--- config.mk ---
export PLATFORM = sky130hd
export DESIGN_NAME = rrhs_cordic
export DESIGN_NICKNAME = d
export VERILOG_FILES = /design/src/rtl/rrhs_pkg.sv /design/src/rtl/rrhs_cordic.sv
export SDC_FILE = /design/constraint.sdc
export NUM_CORES = 1
export LEC_CHECK = 0
export ABC_AREA = 1
export CORE_UTILIZATION = 42
export CTS_BUF_LIST = sky130_fd_sc_hd__clkbuf_4 sky130_fd_sc_hd__clkbuf_8
export DETAILED_ROUTE_END_ITERATION = 12
export DONT_BUFFER_PORTS = 1
export HOLD_SLACK_MARGIN = 0.05
export PLACE_DENSITY = 0.65
export SETUP_SLACK_MARGIN = 0.3
export SYNTH_ARGS = -nofsm -noshare
export SYNTH_HDL_FRONTEND = slang
export SYNTH_SLANG_ARGS = --single-unit
--- constraint.sdc ---
create_clock -name clk -period 5.3 [get_ports clk]
set_clock_uncertainty 0.2 [all_clocks]
set_input_delay 0 -clock clk [delete_from_list [all_inputs] [get_ports clk]]
set_output_delay 0 -clock clk [all_outputs]
set_load 0.01 [all_outputs]
--- src/rtl/rrhs_pkg.sv ---
`default_nettype none
package rrhs_pkg;

	localparam int MAX_POINTS   = 256;
	localparam int ADDR_W       = $clog2(MAX_POINTS);
	localparam int CNT_W        = $clog2(MAX_POINTS + 1);
	localparam int COORD_W      = 16;
	localparam int PT_W         = 2 * COORD_W;
	localparam int CORDIC_STEPS = 16;
	localparam int STEP_W       = $clog2(CORDIC_STEPS);
	localparam int ATAN_SH      = 14;
	localparam int CX_W         = COORD_W + ATAN_SH + 4;
	localparam int ANG_W        = 25;
	localparam int C_W          = 31;
	localparam int FRAC_CS      = 28;
	localparam int PROD_W       = C_W + COORD_W;
	localparam int ACC_W        = PROD_W + 1;
	localparam int ROT_W        = ACC_W - FRAC_CS;
	localparam int YAW_W        = ANG_W - 7;
	localparam int THR_W        = 15;
	localparam int THR2_W       = 2 * THR_W;
	localparam int CFG_IDX_W    = 2;
	localparam int CFG_DATA_W   = 16;

	localparam logic signed [ANG_W-1:0] ANG_PI      = ANG_W'(3294199);
	localparam logic signed [ANG_W-1:0] ANG_HALF_PI = ANG_W'(1647100);
	localparam logic signed [CX_W-1:0]  GAIN_Q28    = CX_W'(163008218);

	typedef enum logic [1:0] {
		OP_LOAD_SRC   = 2'd0,
		OP_LOAD_TGT   = 2'd1,
		OP_HYPOTHESIS = 2'd2,
		OP_FINISH     = 2'd3
	} op_t;

	localparam logic [CFG_IDX_W-1:0] CFG_THRESHOLD    = 2'd0;
	localparam logic [CFG_IDX_W-1:0] CFG_SOURCE_COUNT = 2'd1;
	localparam logic [CFG_IDX_W-1:0] CFG_TARGET_COUNT = 2'd2;

	typedef struct packed {
		logic                    go;
		logic                    rotate;
		logic signed [CX_W-1:0]  x;
		logic signed [CX_W-1:0]  y;
		logic signed [ANG_W-1:0] z;
	} cordic_req_t;

	typedef struct packed {
		logic                    done;
		logic signed [CX_W-1:0]  x;
		logic signed [CX_W-1:0]  y;
		logic signed [ANG_W-1:0] z;
	} cordic_rsp_t;

	// arctan(2^-i) in units of 2^-20 rad
	function automatic logic signed [ANG_W-1:0] atan_entry(input logic [4:0] i);
		logic signed [ANG_W-1:0] v;
		case (i)
			5'd0:  v = ANG_W'(823550);
			5'd1:  v = ANG_W'(486170);
			5'd2:  v = ANG_W'(256879);
			5'd3:  v = ANG_W'(130396);
			5'd4:  v = ANG_W'(65451);
			5'd5:  v = ANG_W'(32757);
			5'd6:  v = ANG_W'(16383);
			5'd7:  v = ANG_W'(8192);
			5'd8:  v = ANG_W'(4096);
			5'd9:  v = ANG_W'(2048);
			5'd10: v = ANG_W'(1024);
			5'd11: v = ANG_W'(512);
			5'd12: v = ANG_W'(256);
			5'd13: v = ANG_W'(128);
			5'd14: v = ANG_W'(64);
			5'd15: v = ANG_W'(32);
			5'd16: v = ANG_W'(16);
			5'd17: v = ANG_W'(8);
			5'd18: v = ANG_W'(4);
			5'd19: v = ANG_W'(2);
			5'd20: v = ANG_W'(1);
			default: v = '0;
		endcase
		return v;
	endfunction

endpackage
`default_nettype wire

--- src/rtl/rrhs_cordic.sv ---
`default_nettype none
module rrhs_cordic (
	input  wire logic                  clk,
	input  wire logic                  arst_n,
	input  wire rrhs_pkg::cordic_req_t req,
	output rrhs_pkg::cordic_rsp_t      rsp
);
	import rrhs_pkg::*;

	logic signed [CX_W-1:0]  x_q, y_q, x_sh, y_sh;
	logic signed [ANG_W-1:0] z_q, ang;
	logic [STEP_W-1:0]       step_q;
	logic                    run_q, rot_q, done_q, cw;

	assign x_sh = x_q >>> step_q;
	assign y_sh = y_q >>> step_q;
	assign ang  = atan_entry(5'(step_q));
	// vectoring with y above zero turns the same way as rotation with z below zero
	assign cw   = rot_q ? z_q[ANG_W-1] : (y_q > 0);

	always_ff @(posedge clk or negedge arst_n) begin
		if (!arst_n) begin
			run_q  <= 1'b0;
			done_q <= 1'b0;
			step_q <= '0;
			rot_q  <= 1'b0;
		end else begin
			done_q <= 1'b0;
			if (req.go) begin
				run_q  <= 1'b1;
				rot_q  <= req.rotate;
				step_q <= '0;
			end else if (run_q) begin
				step_q <= step_q + 1'b1;
				if (step_q == STEP_W'(CORDIC_STEPS - 1)) begin
					run_q  <= 1'b0;
					done_q <= 1'b1;
				end
			end
		end
	end

	always_ff @(posedge clk) begin
		if (req.go) begin
			x_q <= req.x;
			y_q <= req.y;
			z_q <= req.z;
		end else if (run_q) begin
			if (cw) begin
				x_q <= x_q + y_sh;
				y_q <= y_q - x_sh;
				z_q <= z_q + ang;
			end else begin
				x_q <= x_q - y_sh;
				y_q <= y_q + x_sh;
				z_q <= z_q - ang;
			end
		end
	end

	always_comb begin
		rsp.done = done_q;
		rsp.x    = x_q;
		rsp.y    = y_q;
		rsp.z    = z_q;
	end

endmodule
`default_nettype wire

# Yosys cells after proc, flatten, opt, wreduce, memory -nomap -nowiden
# Memory sizes are Yosys's and may differ from the RTL's.
# Cells that the tools add are included.
# op_classes
n_addsub	7
n_lt_le_gt_ge	1
eq_ne	1
shift	2
mux	18
n_reduce_logical	1
# ops
operator	n
34-bit 2-to-1 mux	6
25-bit 2-to-1 mux	3
34-bit adder	2
34-bit by 4-bit >>> shifter with 34-bit output	2
34-bit subtractor	2
34-bit by 1-bit greater-than comparator with 1-bit output, second input constant	1
25-bit adder	1
25-bit subtractor	1
4-bit 2-to-1 mux	2
1-bit 2-to-1 mux	7
4-bit by 1-bit adder with 4-bit output, second input constant	1
4-bit == test, second input constant	1
2-bit nonzero test	1
# totals
ff_bits	100
romBits	320
inputBits	97
elab_cells	38
mem_count	1
# mem_list
memory	depth	word_bits	read_ports	rd_ports_with_merged_regs	write_ports	line_no	source
(no name shown)	16	20	1	0	0	rrhs_pkg.sv:58	case (i)

# Longest topological paths before layout
# logic_depth
depth_word	5
mapped_depth	31

# Least setup slack after synthesis
# Ideal clock, no wire load.
# synth_timing
kind	flip-flop to flip-flop
from	register step_q[1]
to	register z_q[21] (data pin)
setup_time_ns	0.254
arrival_time_ns	3.905
setup_slack_ns	0.942
path_stages_with_launch	26
period_less_slack_ns	4.358
cell_sequence	dfrtp_1 -> buf_6 -> clkinv_2 -> buf_2 -> ha_1 -> o21ai_0 -> o21a_1 -> ha_1 -> nand2_1 -> nor3_1 -> nand2_1 -> o31ai_1 -> xor2_1 -> inv_1 -> ha_1 -> nand2_1 -> nor2_1 -> nand4_1 -> o21ai_0 -> a21oi_1 -> o21ai_0 -> a21oi_1 -> inv_1 -> nand2_1 -> nand3_1 -> nand2_1
# synth_via
elab_chain_cells	5
word_cells_on_any_way	6
classes_between	add/sub: 2; mux: 3; memory: 1
# synth_rtl
item	line_no	source
start: declaration	rrhs_cordic.sv:12	logic [STEP_W-1:0] step_q;
start signal: assignment	rrhs_cordic.sv:34	step_q <= step_q + 1'b1;
memory 16 x 20 bit *	n/a	
25-bit subtractor / 25-bit adder (equally long branches)	rrhs_cordic.sv:56, rrhs_cordic.sv:52	
25-bit 2-to-1 mux *	rrhs_cordic.sv:49	if (cw) begin
25-bit 2-to-1 mux *	rrhs_cordic.sv:48	end else if (run_q) begin
25-bit 2-to-1 mux *	rrhs_cordic.sv:44	if (req.go) begin
end signal: assignment	rrhs_cordic.sv:47	z_q <= req.z;
end signal: assignment	rrhs_cordic.sv:52	z_q <= z_q + ang;
end signal: assignment	rrhs_cordic.sv:56	z_q <= z_q - ang;
end: declaration	rrhs_cordic.sv:11	logic signed [ANG_W-1:0] z_q, ang;
# Mark *: on every way between the ends. The rest lies on a longest branch, timed or not. The select of a mux whose other input is x is not followed.
# A chain may end at the register's enable or synchronous reset.

# Worst setup path after layout
# layout_timing
from	register step_q[1]
to	register y_q[25] (data pin)
# layout_via
elab_chain_cells	5
word_cells_on_any_way	6
classes_between	add/sub: 2; shift: 1; mux: 3
# layout_rtl
item	line_no	source
34-bit by 4-bit >>> shifter with 34-bit output *	rrhs_cordic.sv:15	assign x_sh = x_q >>> step_q;
34-bit adder / 34-bit subtractor (equally long branches)	rrhs_cordic.sv:55, rrhs_cordic.sv:51	
34-bit 2-to-1 mux *	rrhs_cordic.sv:49	
34-bit 2-to-1 mux *	rrhs_cordic.sv:48	
34-bit 2-to-1 mux *	rrhs_cordic.sv:44	
end signal: assignment	rrhs_cordic.sv:46	y_q <= req.y;
end signal: assignment	rrhs_cordic.sv:51	y_q <= y_q - x_sh;
end signal: assignment	rrhs_cordic.sv:55	y_q <= y_q + x_sh;
end: declaration	rrhs_cordic.sv:10	logic signed [CX_W-1:0] x_q, y_q, x_sh, y_sh;
# Marked as above.

==> metrics <==
share of cells above drive strength 1=0.0820; worst setup path start=step_q[1]$_DFFE_PN0P_; # setup viols final=0; CP required=5.30 ns; filler instances=3708; worst hold slack=approximately 0.13 ns; DR WL met2=26.7 mm; Antenna Nets Post-Route=0; Layout Cells excl Fill=3133; synth unique cells=just under 50; dpl cells=2909; Synth Cell Area=0.0151 sq mm; via density per instance=roughly 5.6; Floorplan Core Area=0.0355 sq mm; I/O pins=roughly 190; synthesis-to-layout area growth=19.3%; critical path class=register to register; leakage power=8.45 nW; Die Y=approximately 190 um; # clock sinks=100; RSZ-0062 raised after global routing=yes; CTS H-tree lvls=3; Reg-to-Reg Start=step_q[1]$_DFFE_PN0P_; Final HPWL DP=43.7 mm; nets@finish=2869; status=finished clean; FP Rows=a little under 70; fmax=0.209 GHz; top sig layer=met4; Async SR Flop Fraction=0.0700; Max Fanout on Critical Path=30; Max Cap Viol=0; relative slew slack=0.338; first-pass GRT wire length=86.8 mm; CTS tree=yes; most common cell after layout, fill and taps aside=nand2_1; Total Wirelength=58.0 mm; fin crit share=0.902; Root Buffer=clkbuf_8; hold_sp=req[80]; Placed Area=between 0.015 and 0.02 sq mm; Clk Latency, worst-skew pair=around 0.45 ns; synth warn=0; drt first pass iters=6; I/O Buffers=0; met3 WL=4.53 mm; setup TNS=0 ns; sequential-to-total area share from yosys stat=0.196; WL met1=24.9 mm; largest net degree at the start of global routing=100; number of synthesized flops with an enable pin=93; DRC viols=0; initial DRC count=1598; Max clock buf depth=2; VDD IR max=0.400 mV; initial core utilization=0.427; clock slew at reported path FFs=0.12 ns; total power=0.0141 W; routed len/inst=between 15 and 20 um; Final Max Tran Viols=0; residual overflow from global routing=0; startpoint types=register; die width=approximately 190 um; syn avg cell area=6.03 sq um; clock period minus worst slack=about 4.8 ns; Final GP Congestion=0.997; crit path capture type=register; FF+latch count, synth=100; Hold Vio Cnt, Final=0; vias in the first global route=15940; initial antenna violation count=1; Final Cell Area=0.0181 sq mm; Vias=17465; hold crit path type=primary input to register; crit path DAT=approximately 4.8 ns; GRT Total Usage=0.306; commonest cells after routing, fill and taps aside=827 x nand2_1, 415 x nand3_1, 196 x nor2_1, 196 x dlygate4sd3_1, 192 x inv_1; Die ar.=approximately 0.037 sq mm; ys flop type=edfxtp_1; CTS Buf Count=9; Tightest Pin Transition=0.990 ns; pwr dens=783 mW/mm^2; Synthesized Nets=2715; Synth Instances=2512
[synthesized netlist by cell type (2+ instances only)]
master | instances | share of area
a21boi_0 | 6 | 0.0030
a21o_1 | 11 | 0.0055
a21oi_1 | 141 | 0.047
a21oi_2 | 11 | 0.0064
a221oi_1 | 4 | 0.0023
a31oi_1 | 14 | 0.0058
buf_1 | 9 | 0.0022
buf_2 | 36 | 0.012
buf_4 | 9 | 0.0045
buf_6 | 9 | 0.0067
clkbuf_1 | 27 | 0.0067
dfrtp_1 | 7 | 0.012
edfxtp_1 | 93 | 0.18
fa_1 | 3 | 0.0040
ha_1 | 103 | 0.085
inv_1 | 192 | 0.048
inv_2 | 10 | 0.0025
nand2_1 | 834 | 0.21
nand2_2 | 8 | 0.0033
nand3_1 | 417 | 0.14
nand3b_1 | 5 | 0.0025
nand4_1 | 17 | 0.0070
nor2_1 | 202 | 0.050
nor2_2 | 14 | 0.0058
nor2_4 | 4 | 0.0030
nor3_1 | 20 | 0.0066
nor3_2 | 5 | 0.0033
nor4_1 | 11 | 0.0045
o211ai_1 | 6 | 0.0030
o21a_1 | 7 | 0.0035
o21ai_0 | 81 | 0.027
o21ai_1 | 14 | 0.0046
o21ai_2 | 7 | 0.0040
o21bai_1 | 16 | 0.0079
o21bai_2 | 2 | 0.0015
o221ai_1 | 2 | 0.0012
o22ai_1 | 3 | 0.0012
o311ai_0 | 2 | 0.0012
or2_2 | 58 | 0.024
xnor2_1 | 32 | 0.019
xor2_1 | 52 | 0.030
[logic make-up (layout without fill, tap and decap cells)]
kind of cell,count (synthesis),after routing,synth area share
adders and majority gates,106,106,0.0891
and+or+nand+nor,1598,1598,0.456
buffers and inverters,294,453,0.0828
AOI/OAI and AO/OA,330,330,0.127
DFF,100,100,0.196
xor gates and xnor gates,84,84,0.0486
other,0,1,0
[critical path: stages (launching register included)]
cell      delay [ns]
dfrtp_2         0.48
inv_4           0.16
buf_12          0.21
nand3_1         0.14
nand3_1         0.11
nand3_1         0.14
nand2_2         0.15
ha_1            0.17
nand2_1         0.11
nor2_4          0.16
nand2_2         0.12
nor2_4          0.11
inv_2           0.06
o21ai_2         0.16
o21ai_1         0.11
xor2_1          0.16
ha_2            0.33
a21oi_2         0.16
o21ai_0         0.10
inv_1           0.05
o21ai_0         0.06
or2_2           0.33
a21oi_4         0.17
o21bai_2        0.11
or2_2           0.28
nand3_1         0.09
nand2_1         0.07
[metrics by stage]
step	setup slack (ns)	utilization
floorplan	0.942	-
global placement	0.317	0.438
detailed placement	0.227	0.438
CTS	0.292	0.500
global route	0.253	0.509
finish	0.517	0.509
[timing repair]
item / CTS / global route
gates cloned: 1 / 1
setup buffers: 0 / 8
hold endpoints to repair: 102 / 0
pin swaps: 0 / 4
resized for setup: 3 / 63
endpoints found under the setup margin: 5 / 45
hold buffers: 197 / 0
[path summary, 6_finish.rpt]
path | endpoint | slack [ns] | cells after the start
min reg2reg | run_q$_DFF_PN0_ | 0.44 | 2
min in group asynchronous | done_q$_DFF_PN0_ | 0.28 | 2
max | y_q[25]$_DFFE_PP_ | 0.52 | 26
max in group asynchronous | step_q[0]$_DFFE_PN0P_ | 4.29 | 2
min | x_q[21]$_DFFE_PP_ | 0.13 | 3
max reg2reg | y_q[25]$_DFFE_PP_ | 0.52 | 26
[report_power, final]
part | internal, W | switching (W) | total, W
combinational | 0.00418 | 0.00708 | 0.0113
sequential | 0.00145 | 0.000878 | 0.00233
clock | 0.000226 | 0.000315 | 0.000541
total | 0.00586 | 0.00828 | 0.0141
[flip-flops by register name, summed over array words and instances (netlist names)]
name and cells:
x_q 34, done_q 1, run_q 1, rot_q 1
y_q 34, z_q 25, step_q 4
[metal layers]
metal / vias up / GRT usage
li1: 8705 / -
met1: 7972 / 0.393
met2: 684 / 0.505
met3: 104 / 0.0623
met4: 0 / 0.108
met5: - / 0
[final cells by class]
type / count / area, sq um / share of cell area
multi-input combinational: 2118 / 11100 / 0.616
sequential: 100 / 2970 / 0.165
timing repair buffer: 232 / 2390 / 0.132
inverter: 204 / 790 / 0.0437
tap: 461 / 577 / 0.0319
clock buffer: 15 / 188 / 0.0104
timing repair inverter: 1 / 8.76 / 0.000485
clock inverter: 1 / 7.51 / 0.000416
antenna: 1 / 2.50 / 0.000139
(Power assumes the default switching activity.)
